$ cat src/rtl/rmof_pkg.sv
`timescale 1ns / 1ps
// ----------------------------------------------------------------------------
// Rolling median outlier filter package
// Shared constants, register map and controller states.
// ----------------------------------------------------------------------------
package rmof_pkg;

    // Reset contents of every history entry and of the threshold register.
    localparam int unsigned RESET_HEIGHT    = 800;
    localparam logic [15:0] RESET_THRESHOLD = 16'd600;
    localparam logic        RESET_ENABLE    = 1'b1;

    localparam int THRESH_BITS = 16;
    localparam int ADDR_BITS   = 3;

    // Register indexes on the configuration port.
    typedef enum logic {
        REG_THRESHOLD = 1'b0,
        REG_ENABLE    = 1'b1
    } t_reg_index;

    typedef enum logic {
        ST_IDLE,
        ST_UPDATE
    } t_state;

endpackage

$ cat src/rtl/rmof_cell.sv
`timescale 1ns / 1ps
// ----------------------------------------------------------------------------
// Rolling median outlier filter sorted cell
// One entry of the sorted history. On an update the cells drop the oldest
// value and insert the stored value, each cell looking only at its neighbors.
// ----------------------------------------------------------------------------
module rmof_cell #(
    parameter int   HEIGHT_BITS = 16,
    parameter logic LAST        = 1'b0
) (
    input  logic                   i_clk,
    input  logic                   i_rst_n,
    input  logic                   i_update,
    input  logic [HEIGHT_BITS-1:0] i_sample,
    input  logic [HEIGHT_BITS-1:0] i_oldest,
    input  logic [HEIGHT_BITS-1:0] i_stored,
    input  logic [HEIGHT_BITS-1:0] i_upper,
    input  logic [HEIGHT_BITS-1:0] i_below_c,
    input  logic                   i_below_lt,
    output logic [HEIGHT_BITS-1:0] o_value,
    output logic [HEIGHT_BITS-1:0] o_c,
    output logic                   o_lt,
    output logic                   o_sample_gt
);
    import rmof_pkg::*;

    logic [HEIGHT_BITS-1:0] r_value;
    logic [HEIGHT_BITS-1:0] n_value;
    logic [HEIGHT_BITS-1:0] w_c;
    logic                   w_lt;

    // Once the oldest value has been passed, the entry above slides down.
    assign w_c  = (r_value >= i_oldest) ? i_upper : r_value;
    assign w_lt = LAST ? 1'b1 : (w_c > i_stored);

    always_comb begin
        if (!w_lt) begin
            n_value = w_c;
        end else if (i_below_lt) begin
            n_value = i_below_c;
        end else begin
            n_value = i_stored;
        end
    end

    always_ff @(posedge i_clk) begin
        if (!i_rst_n) begin
            r_value <= HEIGHT_BITS'(RESET_HEIGHT);
        end else if (i_update) begin
            r_value <= n_value;
        end
    end

    assign o_value     = r_value;
    assign o_c         = w_c;
    assign o_lt        = w_lt;
    assign o_sample_gt = r_value > i_sample;

endmodule

$ cat src/rtl/rmof_history.sv
`timescale 1ns / 1ps
// ----------------------------------------------------------------------------
// Rolling median outlier filter arrival-order history
// Shift line of stored heights in arrival order; the oldest sits at tap 0.
// ----------------------------------------------------------------------------
module rmof_history #(
    parameter int DEPTH       = 39,
    parameter int HEIGHT_BITS = 16
) (
    input  logic                   i_clk,
    input  logic                   i_rst_n,
    input  logic                   i_push,
    input  logic [HEIGHT_BITS-1:0] i_value,
    output logic [HEIGHT_BITS-1:0] o_oldest
);
    import rmof_pkg::*;

    logic [HEIGHT_BITS-1:0] r_taps [DEPTH];

    always_ff @(posedge i_clk) begin
        if (!i_rst_n) begin
            for (int i = 0; i < DEPTH; i++) begin
                r_taps[i] <= HEIGHT_BITS'(RESET_HEIGHT);
            end
        end else if (i_push) begin
            for (int i = 0; i < DEPTH - 1; i++) begin
                r_taps[i] <= r_taps[i+1];
            end
            r_taps[DEPTH-1] <= i_value;
        end
    end

    assign o_oldest = r_taps[0];

endmodule

$ cat src/rtl/rolling_median_outlier_filter.sv
`timescale 1ns / 1ps
// ----------------------------------------------------------------------------
// Rolling median outlier filter
// Each accepted item is followed by a single update pass over the sorted cell
// chain, which registers the result once the output register is free; no new
// item is taken until that pass is done.
// The median is picked from two cells at accept; the chain is updated in the
// update state, which stalls while the output register is still occupied.
// Synchronous active-low reset: history to 800, threshold 600, sensor on.
// ----------------------------------------------------------------------------
module rolling_median_outlier_filter #(
    parameter int WINDOW      = 40,
    parameter int HEIGHT_BITS = 16
) (
    input  logic                            i_clk,
    input  logic                            i_rst_n,
    // Configuration port
    input  logic                            psel,
    input  logic                            penable,
    input  logic                            pwrite,
    input  logic [rmof_pkg::ADDR_BITS-1:0]  paddr,
    input  logic [31:0]                     pwdata,
    output logic [31:0]                     prdata,
    output logic                            pready,
    // Input items
    input  logic                            i_in_valid,
    output logic                            o_in_ready,
    input  logic [HEIGHT_BITS-1:0]          i_sample_height,
    input  logic [HEIGHT_BITS-1:0]          i_substitute_height,
    // Result items
    output logic                            o_out_valid,
    input  logic                            i_out_ready,
    output logic                            o_is_outlier,
    output logic [HEIGHT_BITS-1:0]          o_window_median,
    output logic [HEIGHT_BITS-1:0]          o_stored_height
);
    import rmof_pkg::*;

    localparam int DEPTH  = WINDOW - 1;
    localparam int MID    = WINDOW / 2;
    localparam int CMP_W  = (HEIGHT_BITS > THRESH_BITS) ? HEIGHT_BITS : THRESH_BITS;

    t_state                 r_state;
    t_state                 n_state;
    logic [THRESH_BITS-1:0] r_threshold;
    logic                   r_enable;
    logic [HEIGHT_BITS-1:0] r_sample;
    logic [HEIGHT_BITS-1:0] r_subst;
    logic [HEIGHT_BITS-1:0] r_median;
    logic                   r_out_valid;
    logic                   r_is_outlier;
    logic [HEIGHT_BITS-1:0] r_out_median;
    logic [HEIGHT_BITS-1:0] r_stored;

    logic                   w_in_accept;
    logic                   w_update;
    logic                   w_cfg_write;
    logic [HEIGHT_BITS-1:0] w_median;
    logic [HEIGHT_BITS-1:0] w_dist;
    logic                   w_outlier;
    logic [HEIGHT_BITS-1:0] w_stored;
    logic [HEIGHT_BITS-1:0] w_oldest;

    logic [HEIGHT_BITS-1:0] w_value [DEPTH];
    logic [HEIGHT_BITS-1:0] w_c     [DEPTH];
    logic                   w_lt    [DEPTH];
    logic                   w_gt    [DEPTH];

    // ------------------------------------------------------------------
    // Configuration registers
    // ------------------------------------------------------------------
    assign pready      = 1'b1;
    assign w_cfg_write = psel && penable && pwrite;

    always_ff @(posedge i_clk) begin
        if (!i_rst_n) begin
            r_threshold <= RESET_THRESHOLD;
            r_enable    <= RESET_ENABLE;
        end else if (w_cfg_write) begin
            unique case (t_reg_index'(paddr[2]))
                REG_THRESHOLD: r_threshold <= pwdata[THRESH_BITS-1:0];
                REG_ENABLE:    r_enable    <= pwdata[0];
                default:       r_enable    <= r_enable;
            endcase
        end
    end

    always_comb begin
        unique case (t_reg_index'(paddr[2]))
            REG_THRESHOLD: prdata = {{(32-THRESH_BITS){1'b0}}, r_threshold};
            REG_ENABLE:    prdata = {31'd0, r_enable};
            default:       prdata = 32'd0;
        endcase
    end

    // ------------------------------------------------------------------
    // Sorted cell chain and arrival-order history
    // ------------------------------------------------------------------
    genvar g;
    generate
        for (g = 0; g < DEPTH; g++) begin : g_cell
            logic [HEIGHT_BITS-1:0] w_upper;
            logic [HEIGHT_BITS-1:0] w_below_c;
            logic                   w_below_lt;

            if (g == DEPTH - 1) begin : g_top
                assign w_upper = w_value[g];
            end else begin : g_mid
                assign w_upper = w_value[g+1];
            end

            if (g == 0) begin : g_bottom
                assign w_below_c  = '0;
                assign w_below_lt = 1'b0;
            end else begin : g_inner
                assign w_below_c  = w_c[g-1];
                assign w_below_lt = w_lt[g-1];
            end

            rmof_cell #(
                .HEIGHT_BITS (HEIGHT_BITS),
                .LAST        ((g == DEPTH - 1) ? 1'b1 : 1'b0)
            ) u_cell (
                .i_clk       (i_clk),
                .i_rst_n     (i_rst_n),
                .i_update    (w_update),
                .i_sample    (i_sample_height),
                .i_oldest    (w_oldest),
                .i_stored    (w_stored),
                .i_upper     (w_upper),
                .i_below_c   (w_below_c),
                .i_below_lt  (w_below_lt),
                .o_value     (w_value[g]),
                .o_c         (w_c[g]),
                .o_lt        (w_lt[g]),
                .o_sample_gt (w_gt[g])
            );
        end
    endgenerate

    rmof_history #(
        .DEPTH       (DEPTH),
        .HEIGHT_BITS (HEIGHT_BITS)
    ) u_history (
        .i_clk    (i_clk),
        .i_rst_n  (i_rst_n),
        .i_push   (w_update),
        .i_value  (w_stored),
        .o_oldest (w_oldest)
    );

    // The sample would land at the middle position, below it, or above it;
    // the two cells around the middle settle which value ends up there.
    always_comb begin
        if (!w_gt[MID]) begin
            w_median = w_value[MID];
        end else if (w_gt[MID-1]) begin
            w_median = w_value[MID-1];
        end else begin
            w_median = i_sample_height;
        end
    end

    assign w_dist    = (r_sample > r_median) ? (r_sample - r_median) : (r_median - r_sample);
    assign w_outlier = CMP_W'(w_dist) > CMP_W'(r_threshold);
    assign w_stored  = (!w_outlier && r_enable) ? r_sample : r_subst;

    // ------------------------------------------------------------------
    // Controller
    // ------------------------------------------------------------------
    assign w_in_accept = i_in_valid && o_in_ready;

    always_comb begin
        n_state = r_state;
        unique case (r_state)
            ST_IDLE: begin
                if (i_in_valid) begin
                    n_state = ST_UPDATE;
                end
            end
            ST_UPDATE: begin
                if (!r_out_valid || i_out_ready) begin
                    n_state = ST_IDLE;
                end
            end
            default: n_state = ST_IDLE;
        endcase
    end

    always_comb begin
        o_in_ready = 1'b0;
        w_update   = 1'b0;
        unique case (r_state)
            ST_IDLE:   o_in_ready = 1'b1;
            ST_UPDATE: w_update   = !r_out_valid || i_out_ready;
            default:   o_in_ready = 1'b0;
        endcase
    end

    always_ff @(posedge i_clk) begin
        if (!i_rst_n) begin
            r_state     <= ST_IDLE;
            r_out_valid <= 1'b0;
        end else begin
            r_state <= n_state;
            if (w_update) begin
                r_out_valid <= 1'b1;
            end else if (i_out_ready) begin
                r_out_valid <= 1'b0;
            end
        end
    end

    // The median is copied into the output register at update, so a new
    // item can be taken while the previous result still waits.
    always_ff @(posedge i_clk) begin
        if (w_in_accept) begin
            r_sample <= i_sample_height;
            r_subst  <= i_substitute_height;
            r_median <= w_median;
        end
        if (w_update) begin
            r_is_outlier <= w_outlier;
            r_out_median <= r_median;
            r_stored     <= w_stored;
        end
    end

    assign o_out_valid     = r_out_valid;
    assign o_is_outlier    = r_is_outlier;
    assign o_window_median = r_out_median;
    assign o_stored_height = r_stored;

endmodule

$ cat config.mk
export PLATFORM = sky130hd
export DESIGN_NAME = rolling_median_outlier_filter
export DESIGN_NICKNAME = d
export VERILOG_FILES = /design/src/rtl/rmof_pkg.sv /design/src/rtl/rmof_cell.sv /design/src/rtl/rmof_history.sv /design/src/rtl/rolling_median_outlier_filter.sv
export SDC_FILE = /design/constraint.sdc
export NUM_CORES = 2
export LEC_CHECK = 0
export ABC_CLOCK_PERIOD_IN_PS = 24600
export BUFFER_PORTS_ARGS = -buffer_cell sky130_fd_sc_hd__buf_2
export CORE_AREA = 10 10 425 427
export DETAILED_ROUTE_END_ITERATION = 16
export DIE_AREA = 0 0 435 437
export GPL_ROUTABILITY_DRIVEN = 0
export PLACE_DENSITY = 0.71
export SLEW_MARGIN = 10
export SYNTH_ARGS = -nofsm -noshare
export SYNTH_HDL_FRONTEND = slang
export SYNTH_SLANG_ARGS = --single-unit
$ cat constraint.sdc
create_clock -name i_clk -period 24.6 [get_ports i_clk]
set_input_delay 1.23 -clock i_clk [delete_from_list [all_inputs] [get_ports i_clk]]
set_output_delay 1.23 -clock i_clk [all_outputs]
set_load 0.02 [all_outputs]
==> flow_summary.html <==
<table>
<tr><th>Metric</th><th>Value</th></tr>
<tr><th colspan="2">Run status</th></tr>
<tr><td>Outcome</td><td>finished clean</td></tr>
<tr><th colspan="2">Setup path</th></tr>
<tr><td>Maximum fanout along the worst path</td><td>23</td></tr>
<tr><td>Setup CP Type</td><td>flip-flop to flip-flop</td></tr>
<tr><td>Startpoint class of the critical path</td><td>flip-flop</td></tr>
<tr><td>WP data arrival</td><td>12.59 ns</td></tr>
<tr><td>Maximum cell stage delay along the critical path</td><td>0.71 ns</td></tr>
<tr><td>Slowest cell on the critical path</td><td>sky130_fd_sc_hd__clkinv_2</td></tr>
<tr><td>Data required, critical path</td><td>25.37 ns</td></tr>
<tr><td>Most common cell type on the critical path</td><td>sky130_fd_sc_hd__a21o_1</td></tr>
<tr><td>Crit path capture type</td><td>flip-flop</td></tr>
<tr><th colspan="2">Place</th></tr>
<tr><td>HPWL reported at the end of detailed placement</td><td>199 mm</td></tr>
<tr><td>Quantity of I/O buffers inserted on ports</td><td>106</td></tr>
<tr><td>Setup WS pre-CTS</td><td>13.08 ns</td></tr>
<tr><th colspan="2">CTS</th></tr>
<tr><td>Number of clock sinks</td><td>1348</td></tr>
<tr><td>Root buffer cell</td><td>sky130_fd_sc_hd__clkbuf_16</td></tr>
<tr><td>Longest Clk Path Bufs</td><td>3</td></tr>
<tr><td>Post-CTS resize count</td><td>0</td></tr>
<tr><td>Clock latency on the worst-skew pair</td><td>between 0.8 and 0.9 ns</td></tr>
<tr><td>H-tree depth</td><td>4</td></tr>
<tr><td>TritonCTS Buffers</td><td>roughly 160</td></tr>
<tr><td>Clock edge transition at the registers on the reported setup and hold paths</td><td>0.06 ns</td></tr>
<tr><td>Hold-fix buffer count after cts</td><td>0</td></tr>
<tr><td>Clock tree from TritonCTS</td><td>built</td></tr>
<tr><td>Number of setup buffers added after CTS</td><td>0</td></tr>
<tr><th colspan="2">Synthesis</th></tr>
<tr><td>Cell type with the largest total area after synthesis</td><td>sky130_fd_sc_hd__edfxtp_1</td></tr>
<tr><td>Number of synthesized flops with an enable pin</td><td>705</td></tr>
<tr><td>Cell area after synthesis</td><td>0.0958 mm²</td></tr>
<tr><td>Number of warning messages in the yosys log</td><td>0</td></tr>
<tr><td>Post-synth top area share</td><td>0.221</td></tr>
<tr><td>Count of cell types in the netlist</td><td>113</td></tr>
<tr><td>Synth top area cells</td><td>sky130_fd_sc_hd__edfxtp_1, sky130_fd_sc_hd__ha_1, sky130_fd_sc_hd__dfxtp_1, sky130_fd_sc_hd__mux2i_1, sky130_fd_sc_hd__mux2_2</td></tr>
<tr><td>Per-instance average area after synthesis</td><td>around 9.6 µm²</td></tr>
<tr><td>Most frequent cell after synthesis</td><td>sky130_fd_sc_hd__ha_1</td></tr>
<tr><td>Leading post-synthesis cells by instance count</td><td>sky130_fd_sc_hd__ha_1, sky130_fd_sc_hd__a21oi_1, sky130_fd_sc_hd__edfxtp_1</td></tr>
<tr><td>Synth async-reset ratio</td><td>0</td></tr>
<tr><td>Sequential element share of the synthesized area</td><td>0.355</td></tr>
<tr><td>Cells after synthesis</td><td>10000</td></tr>
<tr><td>Dominant register cell in the synthesized netlist</td><td>sky130_fd_sc_hd__edfxtp_1</td></tr>
<tr><td>Synthesized flop and latch total</td><td>1348</td></tr>
<tr><th colspan="2">STA</th></tr>
<tr><td>Final hold violation count</td><td>0</td></tr>
<tr><td>Worst clock skew</td><td>approximately 0.047 ns</td></tr>
<tr><td>Maximum clock frequency</td><td>roughly 85 MHz</td></tr>
<tr><td>Final Hold Slack</td><td>around 0.45 ns</td></tr>
<tr><td>Relative max-transition margin</td><td>0.130</td></tr>
<tr><td>Fin crit period</td><td>11.83 ns</td></tr>
<tr><td>Final critical-path share of the clock period</td><td>0.481</td></tr>
<tr><td>Setup_tns</td><td>0 ns</td></tr>
<tr><td>Post-layout worst setup margin</td><td>12.77 ns</td></tr>
<tr><td>Setup repair after global routing missed its margin</td><td>no</td></tr>
<tr><td>Actual slew at the worst max-slew pin</td><td>about 1.3 ns</td></tr>
<tr><td>Max-slew violation count</td><td>0</td></tr>
<tr><td>Setup violation total in the final timing report</td><td>0</td></tr>
<tr><th colspan="2">Global routing</th></tr>
<tr><td>First-pass GRT wire length</td><td>462 mm</td></tr>
<tr><td>Largest net degree at the start of global routing</td><td>about 190</td></tr>
<tr><td>Congestion Overflow GR</td><td>0</td></tr>
<tr><td>Number of global-route vias before repair</td><td>79400</td></tr>
<tr><td>Overall fraction of global-route tracks in use</td><td>0.303</td></tr>
<tr><td>Antenna violations before repair</td><td>9</td></tr>
<tr><th colspan="2">Finish</th></tr>
<tr><td>Number of fill cells in the layout</td><td>14200</td></tr>
<tr><td>Fin util</td><td>0.604</td></tr>
<tr><td>Nets</td><td>11000</td></tr>
<tr><td>Layout area overhead</td><td>8.12%</td></tr>
<tr><td>Fraction of final layout cells sized beyond drive strength 1</td><td>0.108</td></tr>
<tr><th colspan="2">Pwr</th></tr>
<tr><td>IR drop worst, VDD</td><td>0.0000586 V</td></tr>
<tr><td>Power density relative to cell area</td><td>78.8 mW/mm²</td></tr>
<tr><td>Standby leakage power</td><td>~45 nW</td></tr>
<tr><th colspan="2">Floorplan</th></tr>
<tr><td>Overall die width</td><td>435 µm</td></tr>
<tr><td>Effective utilization at floorplan</td><td>0.559</td></tr>
<tr><td>Number of top-level design ports</td><td>142</td></tr>
<tr><td>DIE AREA</td><td>0.190 mm²</td></tr>
<tr><td>Vertical extent of the die</td><td>437 µm</td></tr>
<tr><td>Rows</td><td>152</td></tr>
<tr><td>Placeable Area</td><td>0.171 mm²</td></tr>
<tr><th colspan="2">Job</th></tr>
<tr><td>Count of maximum capacitance violations</td><td>0</td></tr>
<tr><th colspan="2">Drt</th></tr>
<tr><td>Number of search-and-repair iterations in the first detailed-routing pass</td><td>12</td></tr>
<tr><td>Ratio of routed vias to standard cells</td><td>6.75</td></tr>
<tr><td>Total via count in the routed design</td><td>slightly above 80000</td></tr>
<tr><td>Final wirelength</td><td>just over 300 mm</td></tr>
<tr><td>Violation count after the first detailed-routing iteration</td><td>9277</td></tr>
<tr><td>Number of antenna-violating nets in the routed design</td><td>0</td></tr>
<tr><td>Total DRC errors in the routed layout</td><td>0</td></tr>
<tr><td>Per-cell routed wire length</td><td>24.9 µm</td></tr>
<tr><th colspan="2">Hold path</th></tr>
<tr><td>Hold/Removal Path Class</td><td>flip-flop to flip-flop</td></tr>
</table>
==> critical path: cells and delay by family (launching register included) <==
family                   cells  cell delay [ns]
adder cells (fa/ha/maj)      4             1.11
flip-flops                   1             0.50
AND/OR/NAND/NOR              4             1.23
multiplexers                 1             0.28
AO/OA/AOI/OAI               24             6.19
buffers and inverters        6             2.35
==> sequential cells by signal, indices dropped and copies added (netlist names) <==
name and flops:
r_enable 1, o_out_valid 1, o_window_median 16, r_state 1
o_is_outlier 1, r_median 16, r_threshold 16, r_sample 16
u_history.r_taps 624, g_cell.u_cell.o_value 624, r_subst 16, o_stored_height 16
==> metrics by stage <==
stage / instances / area, µm² / total power [mW]
detailed placement: 11900 / 98300 / 5.65
floorplan: 10000 / 95800 / 4.70
global route: 12200 / 104000 / 8.48
CTS: 12200 / 104000 / 8.06
global placement: 11900 / 98300 / 5.53
finish: 12200 / 104000 / 8.16
==> path summary, 6_finish.rpt <==
| path | cells past startpoint | slack, ns | start | endpoint |
|---|---|---|---|---|
| min | 2 | 0.45 | r_threshold[1] | r_threshold[1] |
| min reg2reg | 2 | 0.45 | r_threshold[1] | r_threshold[1] |
| max | 39 | 12.77 | r_sample[0] | g_cell[24].u_cell.o_value[12] |
| max reg2reg | 39 | 12.77 | r_sample[0] | g_cell[24].u_cell.o_value[12] |
==> cells in the final DEF (no fill, tap or decap), types with 410 or more instances in the layout <==
cell                       Yosys  routed
sky130_fd_sc_hd__ha_1       1169    1169
sky130_fd_sc_hd__a21oi_1     728     723
sky130_fd_sc_hd__edfxtp_1    705     705
sky130_fd_sc_hd__o21ai_0     651     651
sky130_fd_sc_hd__dfxtp_1     643     643
sky130_fd_sc_hd__mux2i_1     623     614
sky130_fd_sc_hd__nand2_1     522     520
sky130_fd_sc_hd__nor2_1      492     490
sky130_fd_sc_hd__and3_1      469     469
sky130_fd_sc_hd__inv_1       433     410
==> metal layers <==
metal | routed length, µm | GRT usage
met1 | 124000 | 0.404
met5 | 69 | 0
met4 | 18500 | 0.163
met3 | 33900 | 0.0716
met2 | 128000 | 0.453
==> where the power goes <==
part	switching [mW]	internal [mW]
combinational	2.08	1.04
sequential	0.101	2.52
clock	1.02	1.39
total	3.20	4.95
==> layout make-up <==
class	instances	area, µm²	share of cell area
Antenna cell	6	15.0	0.000145
Clock buffer	200	4280	0.0413
Clock inverter	81	1000	0.00967
Inverter	444	1700	0.0164
Multi-Input combinational cell	7551	57700	0.557
Sequential cell	1348	34000	0.329
Tap cell	2310	2890	0.0279
Timing Repair Buffer	284	1980	0.0191
==> cells by family after synthesis <==
logic type | count (synthesis) | synth area share
compound gates | 2750 | 0.187
xor+xnor | 112 | 0.0102
fa+ha+maj | 1201 | 0.156
buf+inv | 1124 | 0.0473
flops | 1348 | 0.355
mux | 1018 | 0.112
other cells | 2 | 0.0000784
simple gates | 2453 | 0.132
Power figures use the tool's default switching activity.
